===== src/hdl/multicolor_turmite_stepper_assert.svh =====
// Assertion macros used by the turmite stepper RTL (included by tms_core).
// Each macro needs a signal named clk and a signal named rst in the including module.
`ifndef MULTICOLOR_TURMITE_STEPPER_ASSERT_SVH
`define MULTICOLOR_TURMITE_STEPPER_ASSERT_SVH

// Same-cycle implication.
`define TMS_ASSERT_NOW(lbl, ante, cons, msg) \
  lbl: assert property (@(posedge clk) disable iff (rst) (ante) |-> (cons)) \
    else $error(msg);

// Implication checked in the cycle after the antecedent.
`define TMS_ASSERT_NEXT(lbl, ante, cons, msg) \
  lbl: assert property (@(posedge clk) disable iff (rst) (ante) |=> (cons)) \
    else $error(msg);

`endif


===== src/hdl/tms_pkg.sv =====
// Package for the multicolor turmite stepper: grid geometry, field widths,
// request/response structs, codes and state machine type. No dependencies.
`default_nettype none

package tms_pkg;

  localparam int unsigned GRID_SIDE  = 1024;
  localparam int unsigned MAX_COLORS = 64;

  // Usable side is rounded down to a multiple of four.
  localparam int unsigned SIDE    = (GRID_SIDE / 4) * 4;
  localparam int unsigned HALF    = SIDE / 2;
  localparam int unsigned COORD_W = $clog2(SIDE);
  localparam int unsigned ADDR_W  = 2 * COORD_W;
  localparam int unsigned CELL_W  = $clog2(MAX_COLORS);

  localparam logic [COORD_W:0]   SIDE_EXT = SIDE[COORD_W:0];
  localparam logic [COORD_W-1:0] HALF_POS = HALF[COORD_W-1:0];

  localparam int unsigned XY_W     = 10;
  localparam int unsigned COLOR_W  = 6;
  localparam int unsigned STEP_W   = 32;
  localparam int unsigned TURN_W   = 64;
  localparam int unsigned COUNT_W  = 7;
  localparam int unsigned CFG_DW   = 64;
  localparam int unsigned CFG_IW   = 2;

  localparam logic [COUNT_W-1:0] MAX_COUNT = MAX_COLORS[COUNT_W-1:0];

  localparam logic [TURN_W-1:0]  TURN_PATTERN_RST = TURN_W'(1);
  localparam logic [COUNT_W-1:0] COLOR_COUNT_RST  = COUNT_W'(2);
  localparam logic [STEP_W-1:0]  STEP_LIMIT_RST   = STEP_W'(100000000);

  typedef enum logic [1:0] {
    REQ_STEP    = 2'd0,
    REQ_READ    = 2'd1,
    REQ_RESTART = 2'd2
  } req_code_t;

  typedef enum logic [1:0] {
    RUN_ACTIVE = 2'd0,
    HALT_EDGE  = 2'd1,
    HALT_LIMIT = 2'd2
  } halt_t;

  typedef enum logic [CFG_IW-1:0] {
    REG_TURN_PATTERN = 2'd0,
    REG_COLOR_COUNT  = 2'd1,
    REG_STEP_LIMIT   = 2'd2
  } cfg_reg_t;

  typedef enum logic [1:0] {
    ST_CLEAR,
    ST_IDLE,
    ST_EXEC
  } state_t;

  typedef struct packed {
    logic [1:0]      req_type;
    logic [XY_W-1:0] cell_x;
    logic [XY_W-1:0] cell_y;
  } req_t;

  typedef struct packed {
    logic [XY_W-1:0]    ant_x;
    logic [XY_W-1:0]    ant_y;
    logic [COLOR_W-1:0] cell_color;
    logic [1:0]         run_status;
    logic [STEP_W-1:0]  steps_done;
  } rsp_t;

  typedef struct packed {
    logic [TURN_W-1:0]  turn_pattern;
    logic [COUNT_W-1:0] color_count;
    logic [STEP_W-1:0]  step_limit;
  } cfg_t;

  typedef struct packed {
    logic              we;
    logic [ADDR_W-1:0] waddr;
    logic [CELL_W-1:0] wdata;
    logic [ADDR_W-1:0] raddr;
  } mem_cmd_t;

endpackage

`default_nettype wire


===== src/hdl/tms_cfg.sv =====
// Configuration registers of the turmite stepper (turn pattern, color count,
// step limit). Depends on tms_pkg.
`default_nettype none

module tms_cfg
  import tms_pkg::*;
(
  input  wire logic              clk,
  input  wire logic              rst,
  input  wire logic              cfg_we,
  input  wire logic [CFG_IW-1:0] cfg_index,
  input  wire logic [CFG_DW-1:0] cfg_wdata,
  output      cfg_t              cfg
);

  always_ff @(posedge clk) begin
    if (rst) begin
      cfg.turn_pattern <= TURN_PATTERN_RST;
      cfg.color_count  <= COLOR_COUNT_RST;
      cfg.step_limit   <= STEP_LIMIT_RST;
    end else if (cfg_we) begin
      unique case (cfg_index)
        REG_TURN_PATTERN: cfg.turn_pattern <= cfg_wdata[TURN_W-1:0];
        REG_COLOR_COUNT:  cfg.color_count  <= cfg_wdata[COUNT_W-1:0];
        REG_STEP_LIMIT:   cfg.step_limit   <= cfg_wdata[STEP_W-1:0];
        default: ;
      endcase
    end
  end

endmodule

`default_nettype wire


===== config.mk =====
export PLATFORM = sky130hd
export DESIGN_NAME = tms_cfg
export DESIGN_NICKNAME = d
export VERILOG_FILES = /design/src/hdl/multicolor_turmite_stepper_assert.svh /design/src/hdl/tms_pkg.sv /design/src/hdl/tms_cfg.sv
export SDC_FILE = /design/constraint.sdc
export NUM_CORES = 1
export LEC_CHECK = 0
export BUFFER_PORTS_ARGS = -buffer_cell sky130_fd_sc_hd__buf_2
export CAP_MARGIN = 25
export CORE_AREA = 5 5 135 137
export CTS_CLUSTER_DIAMETER = 150
export DETAILED_ROUTE_END_ITERATION = 12
export DIE_AREA = 0 0 140 142
export MAX_ROUTING_LAYER = met4
export PLACE_DENSITY = 0.56
export SETUP_SLACK_MARGIN = 0.3
export SYNTH_ARGS = -nofsm -noshare
export SYNTH_HDL_FRONTEND = slang
export SYNTH_SLANG_ARGS = --single-unit

===== constraint.sdc =====
create_clock -name clk -period 1 [get_ports clk]
set_clock_uncertainty 0.05 [all_clocks]
set_input_delay 0.05 -clock clk [delete_from_list [all_inputs] [get_ports clk]]
set_output_delay 0.05 -clock clk [all_outputs]
set_load 0.01 [all_outputs]

==> impl_metrics.tcl <==
set metrics [dict create \
    via_per_inst 4.158 \
    antenna_found_initial 0 \
    numCtsBuffers 9 \
    stdcell_area_um2 8384 \
    synth_cell_type_count 12 \
    grt_pass1_vias 4177 \
    ys_seq_area_share_pct 46.34 \
    hpwl_mm 8.633 \
    r2r-end "cfg[83]$_SDFFE_PP0P_" \
    cts_sinks 103 \
    first_iter_violations 127 \
    synthMuxAreaShare_pct 23.17 \
    avgSynthCellArea_um2 10.54 \
    largest_reg_flops 103 \
    clockBufferDepth 2 \
    synth-compound-area-share_pct 0 \
    place.gp.congestion 0.7407 \
    worstSetupPathType "register to output port" \
    leakage_nw 3.757 \
    path_buf_inv 1 \
    power_density_nw_per_um2 1167 \
    arrival_ns 0.82 \
    drc 0 \
    placed_area_um2 5625 \
    synthXorXnorAreaFrac_pct 0 \
    synth_cells 422 \
    firstDrtPassIters 4 \
    ys_warn_count 0 \
    hold_class "input pin to register" \
    synth_top_family_by_area "simple AND/OR/NAND/NOR gates" \
    synth_adder_area_share_pct 0 \
    setup_viol_count_final 0 \
    grt_usage_pct 14.42 \
    crit_path_end_kind "output port" \
    initial_utilization_pct 26.27 \
    worstSetupStartpoint "cfg[28]$_SDFFE_PP0P_" \
    top_regs "cfg x103" \
    irDropWorstVdd_mv 0.7692 \
    reg2reg_from "cfg[83]$_SDFFE_PP0P_" \
    clk_pin_slew_ns 0.08 \
    required_ns 0.90 \
    grt_max_degree 67 \
    regMostFlops "cfg" \
    violations "negative hold slack" \
    ys_ff_latch 103 \
    worstRegToRegCells 4 \
    slew_headroom_pct 82.84 \
    design.portCount 172 \
    die_h_um 142 \
    crit_fanout 2 \
    wl_mm 14.50 \
    final-seq-area_um2 2191 \
    synthesis.area_um2 4449 \
    dieArea_um2 19880 \
    wl_per_cell_um 15.36 \
    path_delay_family "flip-flops" \
    multi_input_area_um2 2318 \
    crit_cells 1 \
    rsz0062_at_grt "yes" \
    worst_setup_path_start_kind "register" \
    whs_ns -0.05767 \
    drtAntennaViolNets 0 \
    status "finished, violations left" \
    synth_nets 491 \
    worst_slew_pin_slew_ns 0.2574 \
    critPathSlowestCell "dfxtp_2" \
    fin_crit_ns 0.9213 \
    tritoncts "done" \
    drv_slew 0 \
    cts_max_level 3 \
    grt_pass1_wl_mm 21.90 \
    synthSimpleGateAreaFrac_pct 24.69 \
    via_count 3925 \
    period_share_pct 92.13 \
    drive_gt1_share_pct 55.63 \
    slowest_delay_ns 0.35 \
    cts_root_buffer "clkbuf_16" \
    worstPathCellList "buf_6" \
    diodes 0 \
    overflow 0 \
    rows 48 \
    crit_end "cfg[28]" \
    n_fill_cell 1494 \
    layout.nets 783 \
    hold_violations 3 \
    die_w_um 140 \
    port_buffers 171 \
    reg2reg_setup_slack_ns 0.14 \
    drv_cap 0 \
    max_freq_ghz 1.085 \
    area_delta_synth_final_pct 88.44 \
    clkLatencyLatePin_ns 0.35 \
    fp.coreArea_um2 16940 \
]
-- cell type report --
type                            count  area share, %
Clock buffer                        9          2.686
Clock inverter                      7         0.9551
Multi-Input combinational cell    288          27.65
Sequential cell                   103          26.13
Tap cell                          225          3.358
Timing Repair Buffer              312          39.22
-- layer usage --
metal  track usage [%]  routed length (µm)  vias up
met1             16.07                6040     1848
met3             2.755                 529       29
met2             24.49                7471      105
li1                  -                   -     1943
met4             7.802                 458        0
met5                 -                   0        -
-- cell usage after synthesis --
cell,count,area share [%]
buf_4,7,1.2
nor2_1,28,2.4
nor3b_2,1,0.28
and3b_1,1,0.20
mux2i_1,103,23
buf_2,2,0.22
dfxtp_1,103,46
buf_6,2,0.51
buf_12,6,2.7
nand2b_1,153,22
nand3b_1,2,0.34
clkbuf_1,14,1.2
-- per-stage QoR --
step                std cells  setup TNS [ns]  util (%)  total power, mW  worst slack, ns
floorplan                 422               0         -            5.041           0.1336
global placement          804          -3.432     33.22            5.427         -0.05737
detailed placement        804          -5.849     33.22            5.454          -0.1256
CTS                       905               0     45.89            9.719          0.06736
global route              944               0     49.50            10.22          0.04611
finish                    944               0     49.50            9.788          0.07867
-- timing repair --
action                                  CTS  global route
pin swaps                                 1             9
endpoints found under the setup margin  123           202
hold endpoints to repair                103             4
hold buffers                             62             1
gates resized for setup                 228            55
buffers inserted                         14            37
gates cloned                              9             2
-- cell families (layout without fill, tap and decap cells) --
| kind of cell | after synthesis | after routing |
|---|---|---|
| mux | 103 | 103 |
| buf+inv | 31 | 328 |
| simple gates | 185 | 185 |
| flops | 103 | 103 |
-- power breakdown --
group	switching (mW)	leakage, nW	internal, mW
sequential	0.115	0.873	4.27
clock	1.67	0.136	1.97
combinational	0.635	2.75	1.12
-- worst min-delay path by stage --
| stage | from | end | slack, ns | depth (start not counted) |
|---|---|---|---|---|
| 5_1_grt | cfg_wdata[1] | cfg[1]$_SDFFE_PP0P_ | -0.06 | 3 |
| 3_3_place_gp | cfg_wdata[57] | cfg[96]$_SDFFE_PP0P_ | 0.26 | 3 |
| 6_report | cfg_wdata[1] | cfg[40]$_SDFFE_PP0P_ | -0.06 | 3 |
| 2_1_floorplan | cfg_wdata[0] | cfg[0]$_SDFFE_PP0P_ | 0.15 | 2 |
| 4_1_cts | cfg_wdata[1] | cfg[1]$_SDFFE_PP0P_ | -0.08 | 3 |
| 3_5_place_dp | cfg_wdata[43] | cfg[82]$_SDFFE_PP0P_ | 0.27 | 3 |
-- layout by cell type, fill, tap and decap left out --
| master | count |
|---|---|
| nand2b_4 | 19 |
| inv_8 | 1 |
| buf_8 | 3 |
| nand2b_1 | 134 |
| mux2i_1 | 100 |
| nor2_1 | 20 |
| clkinvlp_4 | 4 |
| and3b_1 | 1 |
| dlymetal6s4s_1 | 4 |
| inv_6 | 1 |
| buf_4 | 32 |
| bufinv_16 | 1 |
| dlygate4sd3_1 | 58 |
| dfxtp_2 | 103 |
| nor2_2 | 8 |
| mux2i_4 | 1 |
| buf_12 | 14 |
| mux2i_2 | 2 |
| nand3b_1 | 2 |
| buf_2 | 63 |
| buf_16 | 12 |
| nor3b_4 | 1 |
| buf_6 | 124 |
| clkbuf_16 | 11 |
No activity file was read; power rests on OpenSTA's default activity.
