[config.mk]
export PLATFORM = sky130hd
export DESIGN_NAME = tms_core
export DESIGN_NICKNAME = d
export VERILOG_FILES = /design/src/hdl/tms_pkg.sv /design/src/hdl/tms_core.sv
export VERILOG_INCLUDE_DIRS = /design/src /design/src/hdl
export SDC_FILE = /design/constraint.sdc
export NUM_CORES = 1
export LEC_CHECK = 0
export BUFFER_PORTS_ARGS = -buffer_cell sky130_fd_sc_hd__buf_2
export CAP_MARGIN = 20
export CORE_MARGIN = 5
export CORE_UTILIZATION = 50
export CTS_BUF_LIST = sky130_fd_sc_hd__clkbuf_8
export DETAILED_ROUTE_END_ITERATION = 12
export PLACE_DENSITY = 0.75
export SYNTH_ARGS = -nofsm -noshare
export SYNTH_HDL_FRONTEND = slang
export SYNTH_SLANG_ARGS = --single-unit
[constraint.sdc]
create_clock -name clk -period 4.48 [get_ports clk]
set_clock_uncertainty 0.15 [all_clocks]
set_input_delay 0.224 -clock clk [delete_from_list [all_inputs] [get_ports clk]]
set_output_delay 0.224 -clock clk [all_outputs]
set_load 0.05 [all_outputs]
[src/hdl/multicolor_turmite_stepper_assert.svh]
// Assertion macros used by the turmite stepper RTL (included by tms_core).
// Each macro needs a signal named clk and a signal named rst in the including module.
`ifndef MULTICOLOR_TURMITE_STEPPER_ASSERT_SVH
`define MULTICOLOR_TURMITE_STEPPER_ASSERT_SVH

// Same-cycle implication.
`define TMS_ASSERT_NOW(lbl, ante, cons, msg) \
  lbl: assert property (@(posedge clk) disable iff (rst) (ante) |-> (cons)) \
    else $error(msg);

// Implication checked in the cycle after the antecedent.
`define TMS_ASSERT_NEXT(lbl, ante, cons, msg) \
  lbl: assert property (@(posedge clk) disable iff (rst) (ante) |=> (cons)) \
    else $error(msg);

`endif

[src/hdl/tms_pkg.sv]
// Package for the multicolor turmite stepper: grid geometry, field widths,
// request/response structs, codes and state machine type. No dependencies.
`default_nettype none

package tms_pkg;

  localparam int unsigned GRID_SIDE  = 1024;
  localparam int unsigned MAX_COLORS = 64;

  // Usable side is rounded down to a multiple of four.
  localparam int unsigned SIDE    = (GRID_SIDE / 4) * 4;
  localparam int unsigned HALF    = SIDE / 2;
  localparam int unsigned COORD_W = $clog2(SIDE);
  localparam int unsigned ADDR_W  = 2 * COORD_W;
  localparam int unsigned CELL_W  = $clog2(MAX_COLORS);

  localparam logic [COORD_W:0]   SIDE_EXT = SIDE[COORD_W:0];
  localparam logic [COORD_W-1:0] HALF_POS = HALF[COORD_W-1:0];

  localparam int unsigned XY_W     = 10;
  localparam int unsigned COLOR_W  = 6;
  localparam int unsigned STEP_W   = 32;
  localparam int unsigned TURN_W   = 64;
  localparam int unsigned COUNT_W  = 7;
  localparam int unsigned CFG_DW   = 64;
  localparam int unsigned CFG_IW   = 2;

  localparam logic [COUNT_W-1:0] MAX_COUNT = MAX_COLORS[COUNT_W-1:0];

  localparam logic [TURN_W-1:0]  TURN_PATTERN_RST = TURN_W'(1);
  localparam logic [COUNT_W-1:0] COLOR_COUNT_RST  = COUNT_W'(2);
  localparam logic [STEP_W-1:0]  STEP_LIMIT_RST   = STEP_W'(100000000);

  typedef enum logic [1:0] {
    REQ_STEP    = 2'd0,
    REQ_READ    = 2'd1,
    REQ_RESTART = 2'd2
  } req_code_t;

  typedef enum logic [1:0] {
    RUN_ACTIVE = 2'd0,
    HALT_EDGE  = 2'd1,
    HALT_LIMIT = 2'd2
  } halt_t;

  typedef enum logic [CFG_IW-1:0] {
    REG_TURN_PATTERN = 2'd0,
    REG_COLOR_COUNT  = 2'd1,
    REG_STEP_LIMIT   = 2'd2
  } cfg_reg_t;

  typedef enum logic [1:0] {
    ST_CLEAR,
    ST_IDLE,
    ST_EXEC
  } state_t;

  typedef struct packed {
    logic [1:0]      req_type;
    logic [XY_W-1:0] cell_x;
    logic [XY_W-1:0] cell_y;
  } req_t;

  typedef struct packed {
    logic [XY_W-1:0]    ant_x;
    logic [XY_W-1:0]    ant_y;
    logic [COLOR_W-1:0] cell_color;
    logic [1:0]         run_status;
    logic [STEP_W-1:0]  steps_done;
  } rsp_t;

  typedef struct packed {
    logic [TURN_W-1:0]  turn_pattern;
    logic [COUNT_W-1:0] color_count;
    logic [STEP_W-1:0]  step_limit;
  } cfg_t;

  typedef struct packed {
    logic              we;
    logic [ADDR_W-1:0] waddr;
    logic [CELL_W-1:0] wdata;
    logic [ADDR_W-1:0] raddr;
  } mem_cmd_t;

endpackage

`default_nettype wire

[src/hdl/tms_core.sv]
// Turmite sequencer: ant state, read-modify-write of the grid RAM, clearing
// sweep and the response register. Depends on tms_pkg and the assert header.
`default_nettype none
`include "multicolor_turmite_stepper_assert.svh"

module tms_core
  import tms_pkg::*;
(
  input  wire logic              clk,
  input  wire logic              rst,
  input  wire logic              start,
  input  wire req_t              req,
  input  wire cfg_t              cfg,
  input  wire logic [CELL_W-1:0] mem_rdata,
  output      logic              busy,
  output      logic              done,
  output      rsp_t              rsp,
  output      mem_cmd_t          mem
);

  state_t state, state_next;

  logic [COORD_W-1:0] ant_col, ant_row;
  logic               dir_neg, vphase;
  logic [STEP_W-1:0]  step_cnt;
  halt_t              halt;
  logic [ADDR_W-1:0]  clear_addr;
  logic [1:0]         cur_req;
  logic               rd_ok;

  logic               accept;
  logic               do_step;
  logic               req_in_grid;

  logic [COUNT_W-1:0] count_eff;
  logic [COUNT_W-1:0] inc;
  logic [CELL_W-1:0]  color_next;
  logic               flip;
  logic [COORD_W-1:0] pos;
  logic [COORD_W:0]   moved;
  logic               off_grid;
  logic [COORD_W-1:0] ant_col_next, ant_row_next;
  logic               dir_neg_next, vphase_next;
  logic [STEP_W-1:0]  step_cnt_next;
  halt_t              halt_next;
  rsp_t               rsp_next;

  assign accept  = start && (state == ST_IDLE);
  assign do_step = (cur_req == REQ_STEP) && (halt == RUN_ACTIVE);
  assign req_in_grid = (32'(req.cell_x) < SIDE) && (32'(req.cell_y) < SIDE);

  // Next state
  always_comb begin
    state_next = state;
    unique case (state)
      ST_CLEAR: if (&clear_addr) state_next = ST_IDLE;
      ST_IDLE: begin
        if (start) begin
          state_next = (req.req_type == REQ_RESTART) ? ST_CLEAR : ST_EXEC;
        end
      end
      ST_EXEC: state_next = ST_IDLE;
      default: state_next = ST_CLEAR;
    endcase
  end

  // RAM control
  always_comb begin
    busy      = (state != ST_IDLE);
    mem.we    = 1'b0;
    mem.waddr = {ant_row, ant_col};
    mem.wdata = color_next;
    mem.raddr = {ant_row, ant_col};
    unique case (state)
      ST_CLEAR: begin
        mem.we    = 1'b1;
        mem.waddr = clear_addr;
        mem.wdata = '0;
      end
      ST_IDLE: begin
        if (req.req_type == REQ_READ) begin
          mem.raddr = {COORD_W'(req.cell_y), COORD_W'(req.cell_x)};
        end
      end
      ST_EXEC: mem.we = do_step;
      default: ;
    endcase
  end

  // One half-step on the color just read
  always_comb begin
    count_eff  = (cfg.color_count > MAX_COUNT) ? MAX_COUNT : cfg.color_count;
    inc        = COUNT_W'(mem_rdata) + COUNT_W'(1);
    color_next = (inc < count_eff) ? CELL_W'(inc) : '0;
    flip       = vphase ^ cfg.turn_pattern[mem_rdata];

    ant_col_next  = ant_col;
    ant_row_next  = ant_row;
    dir_neg_next  = dir_neg ^ flip;
    vphase_next   = vphase;
    step_cnt_next = step_cnt + STEP_W'(1);
    halt_next     = halt;

    pos = vphase ? ant_row : ant_col;
    if (dir_neg_next) begin
      off_grid = (pos == '0);
      moved    = {1'b0, pos} - (COORD_W+1)'(1);
    end else begin
      moved    = {1'b0, pos} + (COORD_W+1)'(1);
      off_grid = (moved >= SIDE_EXT);
    end

    if (off_grid) begin
      halt_next = HALT_EDGE;
    end else begin
      if (vphase) ant_row_next = moved[COORD_W-1:0];
      else        ant_col_next = moved[COORD_W-1:0];
      vphase_next = ~vphase;
      if (step_cnt_next >= cfg.step_limit) halt_next = HALT_LIMIT;
    end

    rsp_next.cell_color = ((cur_req == REQ_READ) && rd_ok) ? COLOR_W'(mem_rdata) : '0;
    if (do_step) begin
      rsp_next.ant_x      = XY_W'(ant_col_next);
      rsp_next.ant_y      = XY_W'(ant_row_next);
      rsp_next.run_status = halt_next;
      rsp_next.steps_done = step_cnt_next;
    end else begin
      rsp_next.ant_x      = XY_W'(ant_col);
      rsp_next.ant_y      = XY_W'(ant_row);
      rsp_next.run_status = halt;
      rsp_next.steps_done = step_cnt;
    end
  end

  always_ff @(posedge clk) begin
    if (rst) begin
      state      <= ST_CLEAR;
      clear_addr <= '0;
      ant_col    <= HALF_POS;
      ant_row    <= HALF_POS;
      dir_neg    <= 1'b0;
      vphase     <= 1'b0;
      step_cnt   <= '0;
      halt       <= RUN_ACTIVE;
      done       <= 1'b0;
    end else begin
      state <= state_next;
      done  <= 1'b0;
      // wraps back to zero at the end of the sweep, ready for the next one
      if (state == ST_CLEAR) clear_addr <= clear_addr + ADDR_W'(1);
      if (accept && (req.req_type == REQ_RESTART)) begin
        ant_col  <= HALF_POS;
        ant_row  <= HALF_POS;
        dir_neg  <= 1'b0;
        vphase   <= 1'b0;
        step_cnt <= '0;
        halt     <= RUN_ACTIVE;
        done     <= 1'b1;
      end
      if ((state == ST_EXEC) && do_step) begin
        ant_col  <= ant_col_next;
        ant_row  <= ant_row_next;
        dir_neg  <= dir_neg_next;
        vphase   <= vphase_next;
        step_cnt <= step_cnt_next;
        halt     <= halt_next;
      end
      if (state == ST_EXEC) done <= 1'b1;
    end
  end

  // Payload registers
  always_ff @(posedge clk) begin
    if (accept) begin
      cur_req <= req.req_type;
      rd_ok   <= req_in_grid;
    end
    if (accept && (req.req_type == REQ_RESTART)) begin
      rsp.ant_x      <= XY_W'(HALF_POS);
      rsp.ant_y      <= XY_W'(HALF_POS);
      rsp.cell_color <= '0;
      rsp.run_status <= RUN_ACTIVE;
      rsp.steps_done <= '0;
    end else if (state == ST_EXEC) begin
      rsp <= rsp_next;
    end
  end

  `TMS_ASSERT_NEXT(a_exec_done, state == ST_EXEC, done, "no response after execute")
  `TMS_ASSERT_NOW(a_idle_no_wr, state == ST_IDLE, !mem.we, "grid write while idle")
  `TMS_ASSERT_NOW(a_clear_wr, state == ST_CLEAR, mem.we && !busy == 1'b0, "clear sweep stalled")
  `TMS_ASSERT_NEXT(a_halt_hold, (state == ST_EXEC) && (halt != RUN_ACTIVE), $stable(step_cnt), "halted ant counted a step")
  `TMS_ASSERT_NOW(a_in_grid, 1'b1, ({1'b0, ant_col} < SIDE_EXT) && ({1'b0, ant_row} < SIDE_EXT), "ant outside grid")

endmodule

`default_nettype wire

==> results of run 1 <==
critical path, stage by stage, from the launching register on:
cell       delay, ns
dfxtp_1         0.42
ha_2            0.29
nand3_1         0.23
nor4_2          0.30
buf_4           0.18
and3_1          0.20
and3_1          0.31
nand2_1         0.11
or2_2           0.34
xnor2_1         0.14
ha_1            0.30
a21o_1          0.16
a2111oi_0       0.38
o21ai_0         0.22
a31oi_1         0.21
a21oi_1         0.08
metal layers:
metal,global-route usage,up-vias,wire length [um],share of wire
li1,-,4300,-,-
met1,0.325,4087,11600,0.43
met2,0.398,340,12600,0.47
met3,0.0505,53,1980,0.074
met4,0.0732,2,622,0.023
met5,0,-,18,0.00067
flip-flops by register name, summed over array words and instances (netlist names):
signal and flops:
rsp 60, done 1, clear_addr 20, halt 2
ant_col 10, cur_req 2, dir_neg 1, ant_row 10
step_cnt 32, state 2, vphase 1
synth_stat cells (all sizes together) (16+ instances only):
master | number | share of area
a22o | 16 | 0.015
and3 | 20 | 0.014
nand3 | 33 | 0.018
ha | 43 | 0.059
xor2 | 38 | 0.038
a21oi | 60 | 0.033
nor3 | 25 | 0.014
clkbuf | 62 | 0.026
nand2 | 79 | 0.032
a211oi | 33 | 0.027
inv | 40 | 0.016
a21o | 19 | 0.016
o21ai | 49 | 0.027
mux2 | 53 | 0.065
mux2i | 23 | 0.025
nor2 | 149 | 0.061
a22oi | 16 | 0.013
dfxtp | 139 | 0.30
buf | 18 | 0.011
xnor2 | 56 | 0.058
final cells by class:
class	count	area share
Inverter	40	0.0135
Timing Repair Buffer	273	0.132
Tap cell	229	0.0258
Clock buffer	18	0.0223
Clock inverter	14	0.0194
Multi-Input combinational cell	835	0.530
Sequential cell	141	0.257
cell families after synthesis:
family                   synth area share
XOR/XNOR                           0.0968
AO/OA/AOI/OAI                       0.166
AND/OR/NAND/NOR                     0.191
multiplexers                        0.125
flip-flops                          0.310
buffers and inverters              0.0526
adder cells (fa/ha/maj)            0.0587
worst max-delay path by stage:
stage,slack [ns],to,cells past startpoint
3_3_place_gp,0.33,halt[1],16
3_5_place_dp,0.24,rsp[33],15
2_1_floorplan,0.45,rsp[33],15
5_1_grt,-0.02,halt[1],15
4_1_cts,0.23,rsp[33],15
6_report,0.35,rsp[33],15
power groups by stage:
stage | Combinational (mW) | Clock (mW) | Sequential [mW]
after floorplan | 0.212 | 0 | 1.51
after global placement | 0.509 | 0 | 1.36
after detailed placement | 0.518 | 0 | 1.36
after CTS | 0.524 | 1.20 | 1.33
after global routing | 0.558 | 1.27 | 1.34
final | 0.523 | 1.19 | 1.33
timing repair:
item / 4_1_cts / 5_1_grt
gates resized for setup: 0 / 8
hold endpoints to repair: 10 / 0
hold buffers: 7 / 0
buffers inserted: 0 / 0
setup endpoints to repair: 0 / 2
==> metrics.cfg, run 1 <==
[clock_network]
insertion_delay_ns=0.45
numCtsBuffers=17
clk_pin_slew_ns=0.08
cts.path.max_buffers=2
cts_sinks=141
htreeDepth=4
clock-root-buffer=clkbuf_8
cts_tree=built

[layout]
fin_util=0.615
finalNonFillerCells=1550
fillerInstances=1591
fin_nets=1485
layout_commonest_cell=buf_2
layout_common_cells=242 x buf_2, 147 x nor2_1, 136 x dfxtp_1, 79 x nand2_1, 60 x a21oi_1
area_growth_pct=21.0
antennaDiodeCount=0
multi_input_area_sq_um=5880
fin_area_sq_um=11100
drive_gt1_frac=0.293
seq_area_sq_um=2850

[power]
switching_power_mw=0.864
design_power_total_mw=3.04
p_per_area_nw_per_um2=274
clkPwrFrac=0.390
seqPwrFrac=0.438
switching_share=0.284
power_frac_comb=0.172
p_int_mw=2.17
ir_drop_uv=199
p_leak_nw=5.07

[global_routing]
grt_max_degree=53
grt_pass1_wl_mm=43.0
grt_pass1_vias=8523
antenna_found_initial=1
overflow=0
track_usage=0.243

[run]
maxCapViolCount=0

[worst_setup_path]
crit_required_ns=4.65
cp-start-kind=register
timing.rr.end=rsp[33]
worst-setup-path-type=register to register
worst_ep_arrival_time_ns=4.30
rr_startpoint=step_cnt[1]
critPathMaxFanout=7
critPathLaunch=step_cnt[1]
worstRegToRegCells=15
cp-end-kind=register
r2r_slack_ns=0.35

[sta]
setup_slack_ns=0.346
slew_headroom=0.315
worstMarginPinSlew_ns=1.03
slew_viol_final=0
setup_tns_ns=0
hold_viol_final=0
period_minus_slack_ns=4.13
period_share=0.923
setup_violations=0
max_clock_freq_mhz=242
whs_ns=0.0612

[route]
wire_per_inst_um=17.3
drt_iter0_markers=595
drcViolationCount=0
firstDrtPassIters=5
drt-total-wl_mm=26.8
num_vias=8782
ant_nets=0
avgViaCountPerCell=5.67

[logic_synthesis]
yosys_most_used_dff=dfxtp_1
ys_types=55
synth-async-reset-ratio=0
ys_warn_count=0
synth_area_per_cell_sq_um=8.36
yosysSeqAreaShare=0.310
synth_nets=1273
netlist_area_sq_um=9160
ys_ff_latch=141
synth_edf_count=2
synth_cells=1096

[place]
dp_cells=1511
dp_hpwl_mm=19.9
dpl_cell_area_sq_um=10500
port_buffers=242
gp_congestion=0.906
place_ws_ns=0.239

[floorplanning]
start_util=0.508
core_area_sq_um=18000
rows=49
dieArea_sq_um=21100
die_y_um=145
fp.dieW_um=145
io_pins=243

[hold_path]
min_path_cells=2
holdCritStartpoint=mem_rdata[3]
min_path_type=primary input to register
holdPathEnd=rsp[37]

[outcome]
status=complete, no violations

Power figures use the tool's default switching activity.
==> run 2, diff against run 1 <==
--- a/config.mk
+++ b/config.mk
@@ -12,6 +12,7 @@
 export CORE_UTILIZATION = 50
 export CTS_BUF_LIST = sky130_fd_sc_hd__clkbuf_8
 export DETAILED_ROUTE_END_ITERATION = 12
+export MAX_ROUTING_LAYER = met4
 export PLACE_DENSITY = 0.75
 export SYNTH_ARGS = -nofsm -noshare
 export SYNTH_HDL_FRONTEND = slang
==> metrics.cfg, run 2 (synthesis results as in run 1) <==
[outcome]
status=complete, no violations  ; unchanged

[hold_path]
holdPathEnd=rsp[37]  ; unchanged
min_path_type=primary input to register  ; unchanged
min_path_cells=2  ; unchanged
holdCritStartpoint=mem_rdata[3]  ; unchanged

[layout]
layout_common_cells=242 x buf_2, 147 x nor2_1, 136 x dfxtp_1, 79 x nand2_1, 60 x a21oi_1  ; unchanged
top_regs=rsp: 60 flops, step_cnt: 32 flops, clear_addr: 20 flops  ; unchanged
fin_area_sq_um=11100  ; about the same
largest-register=rsp  ; unchanged
area_growth_pct=21.0  ; about the same
drive_gt1_frac=0.293  ; unchanged
seq_area_sq_um=2850  ; unchanged
multi_input_area_sq_um=5880  ; unchanged
fillerInstances=1590  ; was 1591
layout_commonest_cell=buf_2  ; unchanged
fin_nets=1485  ; unchanged
largest_reg_flops=60  ; unchanged

[place]
dp_hpwl_mm=19.9  ; unchanged
port_buffers=242  ; unchanged
gp_congestion=0.922  ; was 0.906
place_ws_ns=0.239  ; unchanged
dpl_cell_area_sq_um=10500  ; unchanged

[floorplanning]
fp.dieW_um=145  ; unchanged
die_y_um=145  ; unchanged
start_util=0.508  ; unchanged
core_area_sq_um=18000  ; unchanged
rows=49  ; unchanged
io_pins=243  ; unchanged
dieArea_sq_um=21100  ; unchanged

[sta]
slew_viol_final=0  ; unchanged
hold_viol_final=0  ; unchanged
max_clock_freq_mhz=241  ; was 242 MHz
slew_headroom=0.324  ; was 0.315
period_share=0.928  ; was 0.923
period_minus_slack_ns=4.16  ; was 4.13 ns
worstMarginPinSlew_ns=1.01  ; was 1.03 ns
setup_tns_ns=0  ; unchanged
setup_violations=0  ; unchanged
setup_slack_ns=0.323  ; was 0.346 ns

[route]
drt-total-wl_mm=26.8  ; about the same
drt_iter0_markers=634  ; was 595
num_vias=8781  ; was 8782
firstDrtPassIters=5  ; unchanged
avgViaCountPerCell=5.66  ; was 5.67
wire_per_inst_um=17.3  ; about the same
ant_nets=0  ; unchanged
drcViolationCount=0  ; unchanged

[worst_setup_path]
crit_top_cell=and3_1  ; unchanged
cp-end-kind=register  ; unchanged
rr_startpoint=step_cnt[1]  ; unchanged
critPathMaxStageDelay_ns=0.42  ; about the same
worst_path_max_delay_cell=dfxtp_1  ; unchanged
path_cells=ha_2 -> nand3_1 -> nor4_2 -> buf_4 -> and3_1 -> and3_1 -> nand2_1 -> or2_2 -> xnor2_1 -> ha_1 -> a21o_1 -> a2111oi_0 -> o21ai_0 -> a31oi_1 -> a21oi_1  ; unchanged
crit_required_ns=4.65  ; about the same
worst_ep_arrival_time_ns=4.33  ; was 4.30 ns
r2r_slack_ns=0.32  ; was 0.35 ns
timing.rr.end=rsp[33]  ; unchanged
cp-start-kind=register  ; unchanged
worst-setup-path-type=register to register  ; unchanged
worstRegToRegCells=15  ; unchanged
critPathMaxFanout=7  ; unchanged

[global_routing]
track_usage=0.250  ; was 0.243
grt_pass1_vias=8505  ; was 8523
grt_max_degree=53  ; unchanged
overflow=0  ; unchanged
grt_pass1_wl_mm=43.0  ; about the same
grt.busiest_layer=met2  ; unchanged
use_met2=0.397  ; was 0.398
grtUsageMet1=0.328  ; was 0.325
antenna_found_initial=1  ; unchanged
met3_usage=0.0433  ; was 0.0505

[power]
ir_drop_uv=199  ; about the same
p_leak_nw=5.07  ; unchanged
p_per_area_nw_per_um2=274  ; about the same

[clock_network]
cts_tree=built  ; unchanged
post_cts_buffers=0  ; unchanged
clock-root-buffer=clkbuf_8  ; unchanged
cts.path.max_buffers=2  ; unchanged
cts_sinks=141  ; unchanged
htreeDepth=4  ; unchanged
clk_pin_slew_ns=0.08  ; about the same
insertion_delay_ns=0.45  ; about the same
numCtsBuffers=17  ; unchanged

[run]
maxCapViolCount=0  ; unchanged

-- run 2: worst max-delay path by stage --
| stage | start | to | slack (ns) | depth (start not counted) |
|---|---|---|---|---|
| 2_1_floorplan | step_cnt[2] | rsp[33] | 0.45 | 15 |
| 4_1_cts | step_cnt[0] | rsp[33] | 0.23 | 15 |
| 6_report | step_cnt[1] | rsp[33] | 0.32 | 15 |
| 5_1_grt | step_cnt[1] | halt[1] | -0.02 | 15 |
| 3_5_place_dp | step_cnt[0] | rsp[33] | 0.24 | 15 |
| 3_3_place_gp | step_cnt[2] | halt[1] | 0.33 | 16 |
-- run 2: stage by stage --
| step | util | hold WS (ns) | cells | power (mW) |
|---|---|---|---|---|
| 3_5_place_dp | 0.584 | 0.317 | 1511 | 1.88 |
| 3_3_place_gp | 0.584 | 0.313 | 1511 | 1.87 |
| 5_1_grt | 0.615 | 0.0681 | 1551 | 3.16 |
| 4_1_cts | 0.614 | 0.0499 | 1550 | 3.06 |
| 2_1_floorplan | - | 0.173 | 1096 | 1.72 |
| 6_report | 0.615 | 0.0647 | 1551 | 3.04 |
-- run 2: metal layers --
layer  up-vias  share of wire
met5         -              0
met1      4072           0.44
li1       4302              -
met3        50          0.073
met4         0          0.021
met2       357           0.47
-- run 2: critical path: cells and delay by family, from the launching register on --
kind / cells / cell delay, ns
fa+ha+maj: 2 / 0.59
simple gates: 6 / 1.52
compound gates: 5 / 1.05
flops: 1 / 0.42
xor+xnor: 1 / 0.14
buf+inv: 1 / 0.17
-- run 2: power breakdown --
group | total, mW | switching, mW | internal (mW)
registers | 1.33 | 0.0266 | 1.30
clock network | 1.18 | 0.504 | 0.680
logic | 0.522 | 0.330 | 0.192
-- run 2: area by class of cell --
class | count | share of cell area
clock inverters | 14 | 0.0194
flip-flops and latches | 141 | 0.257
repair buffers | 273 | 0.132
clock buffers | 18 | 0.0223
well taps | 229 | 0.0258
diodes | 1 | 0.000226
inverters | 40 | 0.0135
multi-input cells | 835 | 0.530
-- run 2: what timing repair did --
action	in CTS	in global routing
resized for setup	0	8
hold endpoints to repair	10	0
hold buffers	7	0
setup endpoints to repair	0	2
